[src/tsrp_pkg.sv]
// ----------------------------------------------------------------------------
// tsrp_pkg
// shared widths, constants and types of the three-slew rate profile generator
// ----------------------------------------------------------------------------
`default_nettype none

package tsrp_pkg;

   localparam int NUM_SLEWS_DEF = 3;
   localparam int FLD_W         = 20;
   localparam int CFG_W         = 60;
   localparam int AXIS_W        = 6;
   localparam int NS_W          = 48;
   localparam int Q_W           = 31;

   localparam int MUL_A_W = 32;
   localparam int MUL_B_W = 48;
   localparam int MUL_P_W = MUL_A_W + MUL_B_W;

   localparam int DIV_N_W = 80;
   localparam int DIV_D_W = 48;

   localparam int SQRT_V_W = 64;
   localparam int SQRT_R_W = SQRT_V_W / 2;

   localparam int CSR_ADDR_W = 6;
   localparam int CSR_DATA_W = 64;

   localparam logic [Q_W-1:0]  QMAX  = '1;
   localparam logic [NS_W-1:0] MAX48 = '1;

   localparam logic [21:0] K_TOTAL = 22'd3906250;
   localparam logic [20:0] K_RAMP  = 21'd1953125;
   localparam logic [29:0] K_NS    = 30'd1000000000;

   localparam logic [AXIS_W-1:0] AXIS_RESET = 6'd57;

   typedef enum logic [2:0] {
      REG_ANGLE   = 3'd0,
      REG_TIME    = 3'd1,
      REG_RLIM    = 3'd2,
      REG_AXIS    = 3'd3,
      REG_TORQUE  = 3'd4,
      REG_INERTIA = 3'd5
   } csr_reg_type;

   typedef enum logic [4:0] {
      ST_IDLE,
      ST_PLAN_AMAX,
      ST_PLAN_TT,
      ST_PLAN_ALPHA,
      ST_PLAN_PEAK,
      ST_PLAN_TOT,
      ST_PLAN_Q,
      ST_PLAN_SQRT,
      ST_PLAN_RAMP2,
      ST_PLAN_PEAK2,
      ST_PLAN_LIMIT,
      ST_PLAN_RAMP3_MUL,
      ST_PLAN_RAMP3_DIV,
      ST_PLAN_COAST_MUL,
      ST_PLAN_COAST_DIV,
      ST_PLAN_STORE,
      ST_SCAN,
      ST_SEL,
      ST_RATE_MUL,
      ST_RATE_DIV,
      ST_OUT
   } state_type;

endpackage

`default_nettype wire

[src/tsrp_sqrt.sv]
// ----------------------------------------------------------------------------
// tsrp_sqrt
// digit-by-digit integer square root, two radicand bits per cycle
// ----------------------------------------------------------------------------
`default_nettype none

module tsrp_sqrt (
   input  wire logic                          clock,
   input  wire logic                          reset,
   input  wire logic                          start,
   input  wire logic [tsrp_pkg::SQRT_V_W-1:0] v,
   output logic                               done,
   output logic [tsrp_pkg::SQRT_R_W-1:0]      root
);

   localparam int V_W   = tsrp_pkg::SQRT_V_W;
   localparam int R_W   = tsrp_pkg::SQRT_R_W;
   localparam int CNT_W = $clog2(R_W);

   logic [V_W-1:0]   v_ff, v_in;
   logic [R_W-1:0]   rem_ff, rem_in;
   logic [R_W-1:0]   root_ff, root_in;
   logic [CNT_W-1:0] cnt_ff, cnt_in;
   logic             busy_ff, busy_in;
   logic             done_ff, done_in;
   logic [R_W+1:0]   rem_sh, trial, diff;
   logic             ge;

   // partial remainder stays below 2*root, so its top bits are never needed
   assign rem_sh = {rem_ff, v_ff[V_W-1:V_W-2]};
   assign trial  = {root_ff, 2'b01};
   assign diff   = rem_sh - trial;
   assign ge     = (rem_sh >= trial);

   always_comb begin
      v_in    = v_ff;
      rem_in  = rem_ff;
      root_in = root_ff;
      cnt_in  = cnt_ff;
      busy_in = busy_ff;
      done_in = 1'b0;
      if (start) begin
         v_in    = v;
         rem_in  = '0;
         root_in = '0;
         cnt_in  = '0;
         busy_in = 1'b1;
      end else if (busy_ff) begin
         rem_in  = ge ? diff[R_W-1:0] : rem_sh[R_W-1:0];
         root_in = {root_ff[R_W-2:0], ge};
         v_in    = {v_ff[V_W-3:0], 2'b00};
         cnt_in  = cnt_ff + 1'b1;
         if (cnt_ff == CNT_W'(R_W - 1)) begin
            busy_in = 1'b0;
            done_in = 1'b1;
         end
      end
   end

   always_ff @(posedge clock) begin
      if (reset) begin
         busy_ff <= 1'b0;
         done_ff <= 1'b0;
         cnt_ff  <= '0;
      end else begin
         busy_ff <= busy_in;
         done_ff <= done_in;
         cnt_ff  <= cnt_in;
      end
      v_ff    <= v_in;
      rem_ff  <= rem_in;
      root_ff <= root_in;
   end

   assign done = done_ff;
   assign root = root_ff;

endmodule

`default_nettype wire

[config.mk]
export PLATFORM = sky130hd
export DESIGN_NAME = tsrp_sqrt
export DESIGN_NICKNAME = d
export VERILOG_FILES = /design/src/tsrp_pkg.sv /design/src/tsrp_sqrt.sv
export SDC_FILE = /design/constraint.sdc
export NUM_CORES = 1
export LEC_CHECK = 0
export ABC_CLOCK_PERIOD_IN_PS = 2900
export BUFFER_PORTS_ARGS = -buffer_cell sky130_fd_sc_hd__buf_2
export CAP_MARGIN = 20
export CORE_AREA = 2 2 127 153
export CTS_BUF_LIST = sky130_fd_sc_hd__clkbuf_8 sky130_fd_sc_hd__clkbuf_16
export DETAILED_ROUTE_END_ITERATION = 8
export DIE_AREA = 0 0 129 155
export MAX_ROUTING_LAYER = met4
export PLACE_DENSITY = 0.67
export SYNTH_ARGS = -nofsm -noshare
export SYNTH_HDL_FRONTEND = slang
export SYNTH_SLANG_ARGS = --single-unit
[constraint.sdc]
create_clock -name clock -period 2.9 [get_ports clock]
set_input_delay 0.58 -clock clock [delete_from_list [all_inputs] [get_ports clock]]
set_output_delay 0.58 -clock clock [all_outputs]
set_load 0.01 [all_outputs]
==> flow_metrics.env <==
export IMPL_status="completed"
export IMPL_ant_nets=0
export IMPL_clock_sinks=135
export IMPL_numPortBuffers=99
export IMPL_syn_cell_area_um2=7630
export IMPL_powerDensity_nw_per_um2=1180
export IMPL_wl_per_cell_um=15.2
export IMPL_setup_viol_count_final=0
export IMPL_final_cell_mix="98 x buf_2, 80 x nor2_1, 70 x dfxtp_1, 64 x edfxtp_1, 63 x mux2_2"
export IMPL_finalHoldViolations=0
export IMPL_cp_slowest_cell="or4_1"
export IMPL_die_width_um=129
export IMPL_worst_hold_slack_ns=0.415
export IMPL_gp_congestion=0.907
export IMPL_synth_top_cell_by_area="edfxtp_1"
export IMPL_cp_num_buf_inv=1
export IMPL_rows=55
export IMPL_ir_drop_mv=0.851
export IMPL_fin_worst_skew_ns=0.0206
export IMPL_crit_required_ns=3.26
export IMPL_critPathKind="reg -> reg"
export IMPL_end_kind="register"
export IMPL_p_leak_nw=3.75
export IMPL_crit_fanout=5
export IMPL_tightest_slew_ns=0.570
export IMPL_cts_root_buf="clkbuf_16"
export IMPL_rsz0062_at_grt="false"
export IMPL_pre_cts_slack_ns=0.167
export IMPL_crit_family="compound AO/OA/AOI/OAI gates"
export IMPL_critPathArrivalTime_ns=3.11
export IMPL_synth_top_area_share_pct=25.2
export IMPL_firstDrtPassIters=5
export IMPL_area_delta_synth_final_pct=20.0
export IMPL_synth_seq_cells=135
export IMPL_overflow=0
export IMPL_synthDistinctLibCells=64
export IMPL_coreArea_um2=18600
export IMPL_yosys_top_cells_area="edfxtp_1 25%, dfxtp_1 19%, mux2_2 9.3%"
export IMPL_drt_iter0_drc=279
export IMPL_path_cells="inv_1 -> ha_1 -> or3_1 -> a21oi_2 -> a211oi_1 -> o211a_1 -> o21ai_1 -> a21oi_1 -> or4_1 -> o21ai_1"
export IMPL_cts_htree_levels=4
export IMPL_power_total_mw=10.8
export IMPL_nNetsFinal=966
export IMPL_min_period_ns=2.75
export IMPL_first_global_vias=6070
export IMPL_drv_cap=0
export IMPL_synth_seq_area_share_pct=43.8
export IMPL_cts_buffer_depth=2
export IMPL_routed_wl_mm=17.2
export IMPL_dieArea_um2=20000
export IMPL_floorplan_initialDensity_pct=40.9
export IMPL_fin_crit_sh_pct=94.7
export IMPL_hold_class="in -> reg"
export IMPL_die_h_um=155
export IMPL_clk_latency_ns=0.43
export IMPL_drive_above_1_share_pct=29.6
export IMPL_syn_num_nets=860
export IMPL_track_usage_pct=18.6
export IMPL_setup_ws_ns=0.155
export IMPL_vias_per_cell=5.27
export IMPL_fmax_mhz=364
export IMPL_syn_inst=757
export IMPL_tns_ns=0
export IMPL_cts_tree="done"
export IMPL_fillers=1789
export IMPL_via_count=5973
export IMPL_relSlewSlack_pct=62.0
export IMPL_clk_pin_slew_ns=0.07
export IMPL_crit_top_cell="o21ai_1"
export IMPL_synthArstFlopShare_pct=0
export IMPL_max_stage_delay_ns=0.46
export IMPL_drc=0
export IMPL_grt_max_degree=55
export IMPL_synth_ff_type="dfxtp_1"
export IMPL_cts_buffers=17
export IMPL_antenna_found_initial=1
export IMPL_mostFrequentLayoutCell="buf_2"
export IMPL_maxSlewViolCount=0
export IMPL_post_cts_buffers=0
export IMPL_start_kind="register"
export IMPL_yosys_warnings=0
export IMPL_grt_first_pass_wirelength_mm=29.0
export IMPL_ios=100
export IMPL_syn_area_per_cell_um2=10.1
export IMPL_synth_edf_count=64
export IMPL_post_dp_hpwl_mm=12.3
==> logic make-up (layout without fill, tap and decap cells) <==
group | after synthesis | count (layout) | synth area share, %
simple gates | 230 | 230 | 14.0
compound gates | 147 | 147 | 14.5
other cells | 0 | 1 | 0
buf+inv | 84 | 203 | 4.69
fa+ha+maj | 36 | 36 | 5.91
xor+xnor | 23 | 23 | 2.64
mux | 102 | 102 | 14.4
flops | 135 | 135 | 43.8
==> area by class of cell <==
cell class / count / area [um2] / share of cell area, %
multi-input cells: 538 / 3950 / 43.1
clock buffers: 17 / 425 / 4.65
inverters: 42 / 158 / 1.72
diodes: 1 / 2.50 / 0.0273
clock inverters: 15 / 170 / 1.86
well taps: 256 / 320 / 3.50
flip-flops and latches: 135 / 3350 / 36.6
repair buffers: 129 / 786 / 8.58
==> registers in the layout, summed over array words and instances, names as in the netlist <==
| signal | flops |
|---|---|
| v_ff | 64 |
| rem_ff | 32 |
| root | 32 |
| cnt_ff | 5 |
| busy_ff | 1 |
| done | 1 |
==> Yosys cell counts (7+ instances only) <==
library cell  number
a311oi_2          10
o21ai_1            8
xnor2_1           15
nand2_2           11
edfxtp_1          64
nand2_1           59
o21ai_0           20
a21o_1            11
nor2_1            81
xor2_1             8
and2_1             7
a21oi_1           32
dfxtp_1           71
clkbuf_1          26
nand4_1           13
nor3_1            17
a311oi_1           8
mux2_2            63
nand3_1           12
ha_1              36
inv_1             42
o21bai_1           7
mux2i_1           39
==> routing by layer <==
metal | wire length, um | track usage (%) | share of wire, %
met5 | 0 | - | 0
met4 | 380 | 7.14 | 2.2
met3 | 1030 | 5.12 | 6.0
met2 | 8110 | 29.6 | 47
met1 | 7690 | 22.3 | 45
==> worst paths after layout <==
path                            slack (ns)  cells past startpoint       start    endpoint
worst max register to register        0.15                     10     root[0]  rem_ff[25]
worst min register to register        0.48                      2  rem_ff[19]  rem_ff[19]
worst max-delay path                  0.15                     10     root[0]  rem_ff[25]
worst min-delay path                  0.42                      2       reset     busy_ff
==> per-stage QoR <==
step,cells,utilization [%],instance area (um2)
after floorplan,757,-,7630
after global placement,1100,45.8,8540
after detailed placement,1100,45.8,8540
after CTS,1132,49.0,9140
after global routing,1133,49.1,9160
final,1133,49.1,9160
==> power by group <==
group | internal, mW | switching (mW)
Clock | 1.17 | 1.00
Combinational | 2.64 | 3.52
Sequential | 2.28 | 0.176
Total | 6.09 | 4.70
==> what timing repair did <==
| action | in CTS | in global routing |
|---|---|---|
| hold buffers | 0 | 0 |
| setup endpoints to repair | 0 | 23 |
| gates resized for setup | 0 | 5 |
(Power assumes the default switching activity.)
