**config.mk**
```make
export PLATFORM = sky130hd
export DESIGN_NAME = tsrp_mul
export DESIGN_NICKNAME = d
export VERILOG_FILES = /design/src/tsrp_pkg.sv /design/src/tsrp_mul.sv
export SDC_FILE = /design/constraint.sdc
export NUM_CORES = 1
export LEC_CHECK = 0
export BUFFER_PORTS_ARGS = -buffer_cell sky130_fd_sc_hd__buf_2
export CORE_MARGIN = 1
export CORE_UTILIZATION = 36
export CTS_CLUSTER_DIAMETER = 200
export DETAILED_ROUTE_END_ITERATION = 10
export GPL_TIMING_DRIVEN = 1
export PLACE_DENSITY_LB_ADDON = 0.08
export SLEW_MARGIN = 0
export SYNTH_ARGS = -nofsm -noshare
export SYNTH_HDL_FRONTEND = slang
export SYNTH_SLANG_ARGS = --single-unit
```
**constraint.sdc**
```tcl
create_clock -name clock -period 9.55 [get_ports clock]
set_input_delay 0 -clock clock [delete_from_list [all_inputs] [get_ports clock]]
set_output_delay 0 -clock clock [all_outputs]
set_load 0.01 [all_outputs]
```
**src/tsrp_pkg.sv**
```systemverilog
// ----------------------------------------------------------------------------
// tsrp_pkg
// shared widths, constants and types of the three-slew rate profile generator
// ----------------------------------------------------------------------------
`default_nettype none

package tsrp_pkg;

   localparam int NUM_SLEWS_DEF = 3;
   localparam int FLD_W         = 20;
   localparam int CFG_W         = 60;
   localparam int AXIS_W        = 6;
   localparam int NS_W          = 48;
   localparam int Q_W           = 31;

   localparam int MUL_A_W = 32;
   localparam int MUL_B_W = 48;
   localparam int MUL_P_W = MUL_A_W + MUL_B_W;

   localparam int DIV_N_W = 80;
   localparam int DIV_D_W = 48;

   localparam int SQRT_V_W = 64;
   localparam int SQRT_R_W = SQRT_V_W / 2;

   localparam int CSR_ADDR_W = 6;
   localparam int CSR_DATA_W = 64;

   localparam logic [Q_W-1:0]  QMAX  = '1;
   localparam logic [NS_W-1:0] MAX48 = '1;

   localparam logic [21:0] K_TOTAL = 22'd3906250;
   localparam logic [20:0] K_RAMP  = 21'd1953125;
   localparam logic [29:0] K_NS    = 30'd1000000000;

   localparam logic [AXIS_W-1:0] AXIS_RESET = 6'd57;

   typedef enum logic [2:0] {
      REG_ANGLE   = 3'd0,
      REG_TIME    = 3'd1,
      REG_RLIM    = 3'd2,
      REG_AXIS    = 3'd3,
      REG_TORQUE  = 3'd4,
      REG_INERTIA = 3'd5
   } csr_reg_type;

   typedef enum logic [4:0] {
      ST_IDLE,
      ST_PLAN_AMAX,
      ST_PLAN_TT,
      ST_PLAN_ALPHA,
      ST_PLAN_PEAK,
      ST_PLAN_TOT,
      ST_PLAN_Q,
      ST_PLAN_SQRT,
      ST_PLAN_RAMP2,
      ST_PLAN_PEAK2,
      ST_PLAN_LIMIT,
      ST_PLAN_RAMP3_MUL,
      ST_PLAN_RAMP3_DIV,
      ST_PLAN_COAST_MUL,
      ST_PLAN_COAST_DIV,
      ST_PLAN_STORE,
      ST_SCAN,
      ST_SEL,
      ST_RATE_MUL,
      ST_RATE_DIV,
      ST_OUT
   } state_type;

endpackage

`default_nettype wire

```
**src/tsrp_mul.sv**
```systemverilog
// ----------------------------------------------------------------------------
// tsrp_mul
// bit-serial shift-add multiplier, one bit of operand a per cycle
// ----------------------------------------------------------------------------
`default_nettype none

module tsrp_mul (
   input  wire logic                         clock,
   input  wire logic                         reset,
   input  wire logic                         start,
   input  wire logic [tsrp_pkg::MUL_A_W-1:0] a,
   input  wire logic [tsrp_pkg::MUL_B_W-1:0] b,
   output logic                              done,
   output logic [tsrp_pkg::MUL_P_W-1:0]      prod
);

   localparam int CNT_W = $clog2(tsrp_pkg::MUL_A_W);

   logic [tsrp_pkg::MUL_A_W-1:0] a_ff, a_in;
   logic [tsrp_pkg::MUL_B_W-1:0] b_ff, b_in;
   logic [tsrp_pkg::MUL_P_W-1:0] acc_ff, acc_in;
   logic [CNT_W-1:0]             cnt_ff, cnt_in;
   logic                         busy_ff, busy_in;
   logic                         done_ff, done_in;
   logic                         last;

   assign last = (cnt_ff == CNT_W'(tsrp_pkg::MUL_A_W - 1));

   always_comb begin
      a_in    = a_ff;
      b_in    = b_ff;
      acc_in  = acc_ff;
      cnt_in  = cnt_ff;
      busy_in = busy_ff;
      done_in = 1'b0;
      if (start) begin
         a_in    = a;
         b_in    = b;
         acc_in  = '0;
         cnt_in  = '0;
         busy_in = 1'b1;
      end else if (busy_ff) begin
         // msb first: shift partial sum, add b when the bit is set
         acc_in = {acc_ff[tsrp_pkg::MUL_P_W-2:0], 1'b0}
                  + (a_ff[tsrp_pkg::MUL_A_W-1] ? tsrp_pkg::MUL_P_W'(b_ff) : '0);
         a_in   = {a_ff[tsrp_pkg::MUL_A_W-2:0], 1'b0};
         cnt_in = cnt_ff + 1'b1;
         if (last) begin
            busy_in = 1'b0;
            done_in = 1'b1;
         end
      end
   end

   always_ff @(posedge clock) begin
      if (reset) begin
         busy_ff <= 1'b0;
         done_ff <= 1'b0;
         cnt_ff  <= '0;
      end else begin
         busy_ff <= busy_in;
         done_ff <= done_in;
         cnt_ff  <= cnt_in;
      end
      a_ff   <= a_in;
      b_ff   <= b_in;
      acc_ff <= acc_in;
   end

   assign done = done_ff;
   assign prod = acc_ff;

endmodule

`default_nettype wire

```
==> qor.csv <==
metric;value;unit
WP data required;9.90;ns
EDFF count, synth;80;
I/O Buffers;163;
buffers and inverters on the worst path;1;
count of final setup violators;0;
max_cap viols;0;
most frequent cells in the layout;buf_2, dfxtp_1, nand2_1, dlygate4sd3_1;
Vias;8168;
hpwl dp;18.2;mm
FMAX;0.274;GHz
Final Hold Viols;0;
cts bufs inserted;17;
# DRC;0;
clock-pin slew on the worst setup and hold paths;0.07;ns
die extent in x;167;microns
Max stage delay cell, worst path;ha_1;
slowest stage delay, CP;0.50;ns
Clock Skew;0.0126;ns
ys async rst share;0;%
most common cell after layout, fill and taps aside;buf_2;
Area Overhead vs Synth;23.9;%
dpl cells;1461;
most used cell, CP;nand4_4;
Arr. time, crit path;4.01;ns
initial antenna violation count;0;
IO Pins;164;
Global Route met1 Usage;25.4;%
Placed Area;10800;sq um
wire per inst;16.9;microns
final hold slack;0.132;ns
TNS Setup;0;ns
Clock Sinks;167;
Mapped Area;9830;sq um
Total GRT Usage;19.1;%
Syn Area/Cell;9.74;sq um
Initial Util;36.6;%
Max rail drop VDD;0.000113;V
sequential share of the synthesized area;42.2;%
HP Start;start;
post-route cell area;12200;sq um
GRT met2 Usage;32.2;%
Synth cell types;75;
synth warn;0;
critical path cell sequence;buf_4 > and2_1 > ha_1 > nand4_4 > nor4_4 > o2111ai_1 > a21boi_2 > o311ai_1 > nand2_2 > nand4_4 > or3_1 > a311oi_2;
CTS tree;built;
first-pass GRT wire length;42.3;mm
net count reported at finish;1353;
R2R Path End;prod[76];
chip height;167;microns
worst-path maximum fanout;48;
Tmin final;3.66;ns
R2R cell count;12;
syn_nets;1142;
Critical Path Start;a_ff[31];
Tightest Pin Transition;0.923;ns
non-filler instance count after layout;1574;
DR vias/cell;5.19;
RSZ-0062 raised after global routing;false;
post-CTS setup buffers;0;
Skew-Pair Late Insertion Delay;0.44;ns
global-route layer with the greatest usage;met2;
GRT Residual Overflow;0;
Leak;5.28;nW
grt met3 use;3.33;%
die area;28000;sq um
max-slew violations;0;
H-tree depth;4;
Critical Path Sink;prod[76];
Stages on worst setup path;12;
DRT Pass-1 Iters;5;
pin count of the biggest net entering global routing;75;
R2R Path Start;a_ff[31];
Hold Crit Class;in -> reg;
vias in the first global route;7925;
Most used DFF post-synth;dfxtp_1;
area of the core;26900;sq um
power density cells;156;nW/um^2
Post-DRT Antenna Nets;0;
synthesis-stage register bit count;167;
CP endpoint kind;flop;
status;complete, no violations;
Clock Path Buffers;2;
FF-to-FF setup slack;5.89;ns
Rows;60;
total wire length after detailed routing;26.6;mm
slew margin rel.;38.5;%
Root Driver;clkbuf_16;
n_diodes;0;
Initial DRC Count;461;
GPL Wtd Cong;0.838;
post-synthesis cell count;1009;
startpoint type of the worst setup path;flop;
crit path kind;reg -> reg;
layout cells sized above 1;21.6;%
Tcrit/Tclk final;38.3;%
Pwr Total;0.00190;W
critical path's top delay family;simple AND/OR/NAND/NOR gates;
==> metal layers <==
| layer | wire length [microns] | vias up | part of all wire (%) |
|---|---|---|---|
| met2 | 12700 | 156 | 48 |
| li1 | - | 4111 | - |
| met3 | 898 | 22 | 3.4 |
| met5 | 0 | - | 0 |
| met1 | 12600 | 3879 | 48 |
| met4 | 292 | 0 | 1.1 |
==> area by class of cell <==
cell class	instances	area, sq um
inverter	23	86.3
clock inverter	12	119
timing repair buffer	251	1680
sequential	167	4150
clock buffer	20	447
tap	341	427
fill	2676	14700
multi-input combinational	760	5270
==> timing repair <==
action	in CTS	in global routing
hold buffers	81	0
resized for setup	0	0
hold endpoints to repair	87	0
==> kinds of logic (layout without fill, tap and decap cells) <==
group | count (synthesis) | in the layout | share of synthesized area (%)
fa+ha+maj | 50 | 50 | 6.44
mux | 53 | 53 | 5.79
xor+xnor | 67 | 67 | 5.97
simple gates | 336 | 336 | 17.7
flops | 167 | 167 | 42.2
compound gates | 254 | 254 | 17.7
buf+inv | 82 | 306 | 4.27
==> synthesized netlist by cell type (4+ instances only) <==
master / n / area share [%]
dfxtp_1: 87 / 18
nand2_1: 85 / 3.2
nor2_1: 81 / 3.1
edfxtp_1: 80 / 24
a21oi_1: 57 / 2.9
o21ai_0: 53 / 2.7
and2_1: 52 / 3.3
ha_1: 49 / 6.2
xor2_1: 39 / 3.5
a21o_1: 35 / 2.7
clkbuf_1: 32 / 1.2
mux2_2: 31 / 3.6
xnor2_1: 28 / 2.5
nand3_1: 25 / 1.3
nand4_1: 23 / 1.5
inv_1: 22 / 0.84
mux2i_1: 22 / 2.2
a211oi_1: 18 / 1.4
nor3_1: 16 / 0.81
and3_1: 14 / 0.89
buf_6: 10 / 1.1
o21bai_1: 10 / 0.76
buf_2: 8 / 0.41
nand2b_1: 7 / 0.45
a22o_1: 6 / 0.53
a31oi_1: 6 / 0.38
buf_4: 6 / 0.46
o211ai_1: 6 / 0.46
nor2b_1: 5 / 0.32
o2111ai_1: 5 / 0.45
o211ai_2: 5 / 0.64
o21a_1: 5 / 0.38
o21ai_1: 5 / 0.25
or3_1: 5 / 0.32
a21oi_2: 4 / 0.36
a31o_2: 4 / 0.36
o31ai_1: 4 / 0.31
==> per-stage QoR <==
stage	utilization (%)	setup slack (ns)
floorplan	-	6.53
global placement	40.2	5.97
detailed placement	40.2	5.90
CTS	45.3	5.89
global route	45.3	5.64
finish	45.3	5.89
==> sequential cells by signal, indices dropped and copies added (netlist names) <==
name,flops
a_ff,32
prod,80
done,1
busy_ff,1
cnt_ff,5
b_ff,48
==> power breakdown <==
| part | switching, W | leakage, nW | internal (W) |
|---|---|---|---|
| logic | 0.000208 | 3.50 | 0.000157 |
| registers | 0.0000348 | 1.50 | 0.000810 |
| clock network | 0.000318 | 0.275 | 0.000371 |
| total | 0.000562 | 5.28 | 0.00134 |
==> worst min-delay path by stage <==
stage          slack (ns)  cells past startpoint  endpoint
2_1_floorplan        0.07                      1   busy_ff
4_1_cts              0.13                      2  prod[15]
3_5_place_dp         0.18                      1   b_ff[1]
6_report             0.13                      2  prod[26]
3_3_place_gp         0.18                      1  b_ff[37]
5_1_grt              0.15                      2  prod[26]
No activity file was read; power rests on OpenSTA's default activity.
