## config.mk

```make
export PLATFORM = sky130hd
export DESIGN_NAME = tsrp_div
export DESIGN_NICKNAME = d
export VERILOG_FILES = /design/src/tsrp_pkg.sv /design/src/tsrp_div.sv
export SDC_FILE = /design/constraint.sdc
export NUM_CORES = 1
export LEC_CHECK = 0
export ABC_CLOCK_PERIOD_IN_PS = 3400
export BUFFER_PORTS_ARGS = -buffer_cell sky130_fd_sc_hd__clkbuf_2
export CORE_ASPECT_RATIO = 0.6
export CORE_MARGIN = 2
export CORE_UTILIZATION = 30
export CTS_CLUSTER_SIZE = 40
export DETAILED_ROUTE_END_ITERATION = 7
export PLACE_DENSITY = 0.59
export SYNTH_ARGS = -nofsm -noshare
export SYNTH_HDL_FRONTEND = slang
export SYNTH_SLANG_ARGS = --single-unit
```

## constraint.sdc

```tcl
create_clock -name clock -period 3.4 [get_ports clock]
set_input_delay 0.51 -clock clock [delete_from_list [all_inputs] [get_ports clock]]
set_output_delay 0.51 -clock clock [all_outputs]
set_load 0.05 [all_outputs]
```

## src/tsrp_pkg.sv

```systemverilog
// ----------------------------------------------------------------------------
// tsrp_pkg
// shared widths, constants and types of the three-slew rate profile generator
// ----------------------------------------------------------------------------
`default_nettype none

package tsrp_pkg;

   localparam int NUM_SLEWS_DEF = 3;
   localparam int FLD_W         = 20;
   localparam int CFG_W         = 60;
   localparam int AXIS_W        = 6;
   localparam int NS_W          = 48;
   localparam int Q_W           = 31;

   localparam int MUL_A_W = 32;
   localparam int MUL_B_W = 48;
   localparam int MUL_P_W = MUL_A_W + MUL_B_W;

   localparam int DIV_N_W = 80;
   localparam int DIV_D_W = 48;

   localparam int SQRT_V_W = 64;
   localparam int SQRT_R_W = SQRT_V_W / 2;

   localparam int CSR_ADDR_W = 6;
   localparam int CSR_DATA_W = 64;

   localparam logic [Q_W-1:0]  QMAX  = '1;
   localparam logic [NS_W-1:0] MAX48 = '1;

   localparam logic [21:0] K_TOTAL = 22'd3906250;
   localparam logic [20:0] K_RAMP  = 21'd1953125;
   localparam logic [29:0] K_NS    = 30'd1000000000;

   localparam logic [AXIS_W-1:0] AXIS_RESET = 6'd57;

   typedef enum logic [2:0] {
      REG_ANGLE   = 3'd0,
      REG_TIME    = 3'd1,
      REG_RLIM    = 3'd2,
      REG_AXIS    = 3'd3,
      REG_TORQUE  = 3'd4,
      REG_INERTIA = 3'd5
   } csr_reg_type;

   typedef enum logic [4:0] {
      ST_IDLE,
      ST_PLAN_AMAX,
      ST_PLAN_TT,
      ST_PLAN_ALPHA,
      ST_PLAN_PEAK,
      ST_PLAN_TOT,
      ST_PLAN_Q,
      ST_PLAN_SQRT,
      ST_PLAN_RAMP2,
      ST_PLAN_PEAK2,
      ST_PLAN_LIMIT,
      ST_PLAN_RAMP3_MUL,
      ST_PLAN_RAMP3_DIV,
      ST_PLAN_COAST_MUL,
      ST_PLAN_COAST_DIV,
      ST_PLAN_STORE,
      ST_SCAN,
      ST_SEL,
      ST_RATE_MUL,
      ST_RATE_DIV,
      ST_OUT
   } state_type;

endpackage

`default_nettype wire

```

## src/tsrp_div.sv

```systemverilog
// ----------------------------------------------------------------------------
// tsrp_div
// restoring divider, one quotient bit per cycle, zero divisor gives all ones
// ----------------------------------------------------------------------------
`default_nettype none

module tsrp_div (
   input  wire logic                         clock,
   input  wire logic                         reset,
   input  wire logic                         start,
   input  wire logic [tsrp_pkg::DIV_N_W-1:0] num,
   input  wire logic [tsrp_pkg::DIV_D_W-1:0] den,
   output logic                              done,
   output logic [tsrp_pkg::DIV_N_W-1:0]      quo
);

   localparam int N_W   = tsrp_pkg::DIV_N_W;
   localparam int D_W   = tsrp_pkg::DIV_D_W;
   localparam int CNT_W = $clog2(N_W);

   logic [N_W-1:0]   dq_ff, dq_in;
   logic [D_W-1:0]   rem_ff, rem_in;
   logic [D_W-1:0]   den_ff, den_in;
   logic [CNT_W-1:0] cnt_ff, cnt_in;
   logic             busy_ff, busy_in;
   logic             done_ff, done_in;
   logic             zero_ff, zero_in;
   logic [D_W:0]     trial, diff;
   logic             ge;

   assign trial = {rem_ff, dq_ff[N_W-1]};
   assign diff  = trial - {1'b0, den_ff};
   assign ge    = (trial >= {1'b0, den_ff});

   always_comb begin
      dq_in   = dq_ff;
      rem_in  = rem_ff;
      den_in  = den_ff;
      cnt_in  = cnt_ff;
      busy_in = busy_ff;
      zero_in = zero_ff;
      done_in = 1'b0;
      if (start) begin
         dq_in   = num;
         rem_in  = '0;
         den_in  = den;
         cnt_in  = '0;
         busy_in = 1'b1;
         zero_in = (den == '0);
      end else if (busy_ff) begin
         rem_in = ge ? diff[D_W-1:0] : trial[D_W-1:0];
         dq_in  = {dq_ff[N_W-2:0], ge};
         cnt_in = cnt_ff + 1'b1;
         if (cnt_ff == CNT_W'(N_W - 1)) begin
            busy_in = 1'b0;
            done_in = 1'b1;
         end
      end
   end

   always_ff @(posedge clock) begin
      if (reset) begin
         busy_ff <= 1'b0;
         done_ff <= 1'b0;
         cnt_ff  <= '0;
      end else begin
         busy_ff <= busy_in;
         done_ff <= done_in;
         cnt_ff  <= cnt_in;
      end
      dq_ff   <= dq_in;
      rem_ff  <= rem_in;
      den_ff  <= den_in;
      zero_ff <= zero_in;
   end

   assign done = done_ff;
   assign quo  = zero_ff ? '1 : dq_ff;

endmodule

`default_nettype wire

```

==> flow_metrics.env, run 1 <==
export IMPL_outcome="finished clean"
export IMPL_worst_pin_slew_ns=0.982
export IMPL_cts_tree="yes"
export IMPL_cts_buffers=17
export IMPL_setup_tns_final_ns=0
export IMPL_top_level_ports=212
export IMPL_dp_hpwl_um=26000
export IMPL_yosysTopAreaCellShare=0.345
export IMPL_rsz0062_at_grt="yes"
export IMPL_dieWidth_um=254
export IMPL_start_kind="register"
export IMPL_nNetsFinal=1476
export IMPL_viasPerCell=5.12
export IMPL_synth_edf_count=129
export IMPL_yosysTopAreaCell="edfxtp_1"
export IMPL_slew_viol_final=0
export IMPL_async_flop_share=0
export IMPL_ys_types=80
export IMPL_cts_root_buffer="clkbuf_16"
export IMPL_cts_buffer_depth=2
export IMPL_syn_nets=1284
export IMPL_grt_max_degree=81
export IMPL_portBuffers=211
export IMPL_r2r_cells=12
export IMPL_required_ns=3.77
export IMPL_syn_to_final_growth_pct=20.5
export IMPL_core_area_mm2=0.0366
export IMPL_final_common_cell="clkbuf_2"
export IMPL_combPwrFrac=0.266
export IMPL_die_h_um=154
export IMPL_slew_headroom=0.339
export IMPL_dp_cells=1780
export IMPL_cpMaxStageDelayCell="ha_1"
export IMPL_grt_pass1_wl_um=52300
export IMPL_mostFrequentLayoutCells="clkbuf_2, edfxtp_1, nand2_1"
export IMPL_swShare=0.353
export IMPL_netlist_instances=1103
export IMPL_clockPowerShare=0.318
export IMPL_powerDensity_mw_per_mm2=491
export IMPL_period_share=0.957
export IMPL_firstDrtPassIters=5
export IMPL_initial_core_util=0.306
export IMPL_synthFlopType="edfxtp_1"
export IMPL_critPathArrivalTime_ns=3.63
export IMPL_worst_slack_ns=0.147
export IMPL_pre_cts_ws_ns=0.198
export IMPL_yosys_top_cells_area="edfxtp_1, dfxtp_1, mux2_2, ha_1, or2_2"
export IMPL_htree_levels=4
export IMPL_whs_path_depth=2
export IMPL_gp_congestion=0.908
export IMPL_crit_type="register to register"
export IMPL_period_needed_ns=3.25
export IMPL_ys_ff_latch=186
export IMPL_p_leak_nw=5.47
export IMPL_dieArea_mm2=0.0390
export IMPL_wirelength_um=34500
export IMPL_switchingPower_w=0.00234
export IMPL_p_int_w=0.00430
export IMPL_cts_sinks=186
export IMPL_yosys_warnings=0
export IMPL_setup_viol=0
export IMPL_min_path_type="primary input to register"
export IMPL_drt_iter0_drc=886
export IMPL_fmax_mhz=307
export IMPL_seqPwrFrac=0.416
export IMPL_synth_area_mm2=0.0112
export IMPL_cp_depth=12
export IMPL_clkTransAtPathRegs_ns=0.08
export IMPL_instances_no_fill=1813
export IMPL_grt_antenna_before_repair=3
export IMPL_avgRoutedWirePerCell_um=19.0
export IMPL_ir_drop_v=0.000310
export IMPL_rows=54
export IMPL_vias=9280
export IMPL_setup_worst_path_end_class="register"
export IMPL_grt_pass1_vias=8583
export IMPL_drc_errors=0
export IMPL_critPathMaxFanout=14
export IMPL_slowest_delay_ns=0.40
export IMPL_clock_skew_ns=0.0162
export IMPL_path_cells="inv_1, ha_1, a21oi_1, o22ai_1, o22ai_2, and3_1, o21ai_2, and3_4, nor2_4, buf_4, a31oi_1, a221oi_2"
export IMPL_maxCapViolCount=0
export IMPL_synth_yosys_seq_area_share=0.447
export IMPL_grt_overflow=0
export IMPL_grtUsageTotal=0.178
export IMPL_ant_nets=0
export IMPL_crit_buf_inv=2
export IMPL_fin_util=0.369
export IMPL_syn_area_per_cell_um2=10.2
export IMPL_cp_top_family="compound AO/OA/AOI/OAI gates"
export IMPL_insertion_delay_ns=0.47
export IMPL_hold_viol_final=0
export IMPL_drive_gt1_frac=0.360
[cells by family (layout without fill, tap and decap cells)]
family,count (synthesis),count (layout),synth area share
and+or+nand+nor,379,379,0.171
AOI/OAI and AO/OA,240,240,0.160
adders and majority gates,50,50,0.0564
muxes,90,90,0.0894
other,0,1,0
buffers and inverters,119,324,0.0456
xor gates and xnor gates,39,39,0.0304
DFF,186,186,0.447
[power by group through the flow]
stage | clock, W | combinational [W] | sequential, W
finish | 0.00212 | 0.00177 | 0.00276
CTS | 0.00218 | 0.00174 | 0.00276
detailed placement | 0 | 0.00173 | 0.00281
floorplan | 0 | 0.00128 | 0.00276
global route | 0.00226 | 0.00190 | 0.00279
global placement | 0 | 0.00172 | 0.00280
[through the flow]
step / hold WS, ns / power [W] / cell area [um2]
after global placement: 0.478 / 0.00453 / 12900
final: 0.225 / 0.00664 / 13500
after global routing: 0.213 / 0.00696 / 13500
after floorplan: 0.453 / 0.00404 / 11200
after CTS: 0.196 / 0.00669 / 13500
after detailed placement: 0.478 / 0.00454 / 12900
[synthesized netlist by cell type (6+ instances only)]
cell	number
nand3_1	18
o21ai_0	37
nand4_1	20
a311oi_1	15
dfxtp_1	57
and3_1	6
clkbuf_1	40
a211oi_1	7
nor4_1	16
mux2_2	81
o21a_1	16
buf_2	9
nand2_1	109
ha_1	49
a311oi_2	15
edfxtp_1	129
and2_1	9
a21o_1	14
nor3_1	9
xnor2_1	23
a31oi_1	6
mux2i_1	8
or2_2	82
nand2b_1	9
nor2b_1	6
a21oi_1	59
o211ai_1	7
inv_1	59
nor2_1	77
xor2_1	16
o21bai_1	9
[worst paths after layout]
kind	startpoint	to	slack, ns
setup reg to reg	den_ff[28]	rem_ff[44]	0.15
hold / removal	reset	busy_ff	0.23
hold reg to reg	rem_ff[9]	rem_ff[10]	0.49
setup / recovery	den_ff[28]	rem_ff[44]	0.15
[sequential cells by signal, summed over array words and instances (netlist names)]
name     cells
zero_ff      1
den_ff      48
cnt_ff       7
busy_ff      1
done         1
rem_ff      48
dq_ff       80
[cell type report]
type | count | area, um2
diodes | 1 | 2.50
flip-flops and latches | 186 | 5020
fillers | 3755 | 23100
well taps | 504 | 631
inverters | 59 | 223
multi-input cells | 798 | 5730
clock inverters | 15 | 186
repair buffers | 233 | 1300
clock buffers | 17 | 425
[routing by layer]
| metal | vias to the layer above | global-route usage | share of wire |
|---|---|---|---|
| met5 | - | 0 | 0 |
| met4 | 0 | 0.0381 | 0.010 |
| met3 | 26 | 0.0352 | 0.062 |
| met2 | 330 | 0.234 | 0.40 |
| met1 | 4511 | 0.289 | 0.53 |
| li1 | 4413 | - | - |
[what timing repair did]
action,CTS,global route
hold buffers,0,0
endpoints found under the setup margin,0,8
resized for setup,0,6
endpoints found under the hold margin,0,0
buffers inserted,0,0
Power figures use the tool's default switching activity.
==> inputs of run 2 (changes only) <==
==> constraint.sdc (replaced) <==
create_clock -name clock -period 3.4 [get_ports clock]
set_input_delay 0.17 -clock clock [delete_from_list [all_inputs] [get_ports clock]]
set_output_delay 0.17 -clock clock [all_outputs]
set_load 0.05 [all_outputs]
==> flow_metrics.env, run 2 (synthesized netlist as in run 1, its figures left out) <==
export IMPL_outcome="finished clean"
export IMPL_wirelength_um=35400
export IMPL_period_share=0.954
export IMPL_clock_skew_ns=0.0170
export IMPL_grt_max_degree=73
export IMPL_cts_buffer_depth=2
export IMPL_p_leak_nw=5.91
export IMPL_grt_pass1_wl_um=54500
export IMPL_p_int_w=0.00435
export IMPL_worst_pin_slew_ns=0.872
export IMPL_grt_pass1_vias=9254
export IMPL_slew_viol_final=0
export IMPL_avgRoutedWirePerCell_um=18.4
export IMPL_largest_reg_flops=80
export IMPL_setup_viol=0
export IMPL_hold_ws_ns=0.0175
export IMPL_grt_antenna_before_repair=3
export IMPL_swShare=0.346
export IMPL_min_path_type="primary input to register"
export IMPL_viasPerCell=5.02
export IMPL_grt_overflow=0
export IMPL_setup_tns_final_ns=0
export IMPL_core_area_mm2=0.0366
export IMPL_initial_core_util=0.306
export IMPL_crit_type="register to register"
export IMPL_cts_buffers=17
export IMPL_slew_headroom=0.418
export IMPL_portBuffers=211
export IMPL_cts_root_buffer="clkbuf_16"
export IMPL_cts_sinks=186
export IMPL_cts_tree="yes"
export IMPL_r2r_slack_ns=0.16
export IMPL_seqPwrFrac=0.416
export IMPL_antenna_cells=0
export IMPL_reg_top3="dq_ff (80), den_ff (48), rem_ff (48)"
export IMPL_critPathMaxFanout=6
export IMPL_dp_cells=1779
export IMPL_drt_iter0_drc=1024
export IMPL_top_level_ports=212
export IMPL_die_h_um=154
export IMPL_htree_levels=4
export IMPL_vias=9649
export IMPL_syn_to_final_growth_pct=29.7
export IMPL_rows=54
export IMPL_dieArea_mm2=0.0390
export IMPL_mostFrequentLayoutCells="clkbuf_2, edfxtp_1, nand2_1"
export IMPL_instances_no_fill=1922
export IMPL_fmax_mhz=308
export IMPL_required_ns=3.77
export IMPL_finalPower_w=0.00665
export IMPL_regMostFlops="dq_ff"
export IMPL_grt_util_met2=0.248
export IMPL_hold_viol_final=0
export IMPL_clkTransAtPathRegs_ns=0.08
export IMPL_firstDrtPassIters=5
export IMPL_grt_util_met3=0.0345
export IMPL_insertion_delay_ns=0.47
export IMPL_grtUsageTotal=0.183
export IMPL_nNetsFinal=1586
export IMPL_drive_gt1_frac=0.331
export IMPL_maxCapViolCount=0
export IMPL_combPwrFrac=0.280
export IMPL_setup_worst_path_end_class="register"
export IMPL_critPathArrivalTime_ns=3.61
export IMPL_gp_congestion=0.905
export IMPL_switchingPower_w=0.00230
export IMPL_drc_errors=0
export IMPL_dp_hpwl_um=25900
export IMPL_start_kind="register"
export IMPL_period_needed_ns=3.24
export IMPL_clockPowerShare=0.304
export IMPL_rsz0062_at_grt="no"
export IMPL_dieWidth_um=254
export IMPL_ant_nets=0
export IMPL_ir_drop_v=0.000313
export IMPL_powerDensity_mw_per_mm2=457
export IMPL_final_common_cell="clkbuf_2"
export IMPL_gr_usage_met1=0.290
export IMPL_busiest_layer="met1"
==> run 2: critical path, stage by stage, from the launching register on <==
cell      delay [ns]
edfxtp_1        0.34
inv_1           0.05
ha_1            0.36
a21oi_1         0.27
o211ai_1        0.13
a41o_1          0.28
or3_1           0.41
a211oi_1        0.39
o31ai_2         0.16
a21oi_1         0.19
mux2_1          0.37
a221oi_2        0.21
==> run 2: what timing repair did <==
item                                    in CTS  in global routing
endpoints found under the hold margin      107                  0
endpoints found under the setup margin       0                  8
setup buffers                                0                  4
hold buffers                               107                  0
gates resized for setup                      0                  4
==> run 2: final timing paths <==
check,to,depth (start not counted),startpoint
setup reg to reg,rem_ff[44],11,den_ff[31]
hold reg to reg,rem_ff[33],2,rem_ff[33]
setup / recovery,rem_ff[44],11,den_ff[31]
hold / removal,dq_ff[1],2,num[1]
==> run 2: layout make-up <==
| cell class | instances | area (um2) |
|---|---|---|
| multi-input cells | 798 | 5720 |
| flip-flops and latches | 186 | 5020 |
| repair buffers | 343 | 2380 |
| fillers | 3621 | 22100 |
| clock inverters | 15 | 150 |
| clock buffers | 17 | 425 |
| well taps | 504 | 631 |
| inverters | 59 | 223 |
==> run 2: per-stage QoR <==
step | utilization | worst slack, ns | area, um2
after floorplan | - | 0.568 | 11200
after global placement | 0.351 | 0.204 | 12800
final | 0.397 | 0.157 | 14600
after CTS | 0.396 | 0.0749 | 14500
after detailed placement | 0.351 | 0.148 | 12800
after global routing | 0.397 | 0.00290 | 14600
==> run 2: power groups by stage <==
stage | Combinational [W] | Sequential, W | Clock (W)
after floorplan | 0.00128 | 0.00276 | 0
after global placement | 0.00172 | 0.00281 | 0
after detailed placement | 0.00172 | 0.00281 | 0
after CTS | 0.00183 | 0.00276 | 0.00209
after global routing | 0.00202 | 0.00279 | 0.00216
final | 0.00187 | 0.00276 | 0.00202
==> run 2: routing by layer <==
metal	up-vias	part of all wire
met3	38	0.074
met2	337	0.40
met1	4645	0.51
met5	-	0
met4	0	0.015
li1	4629	-
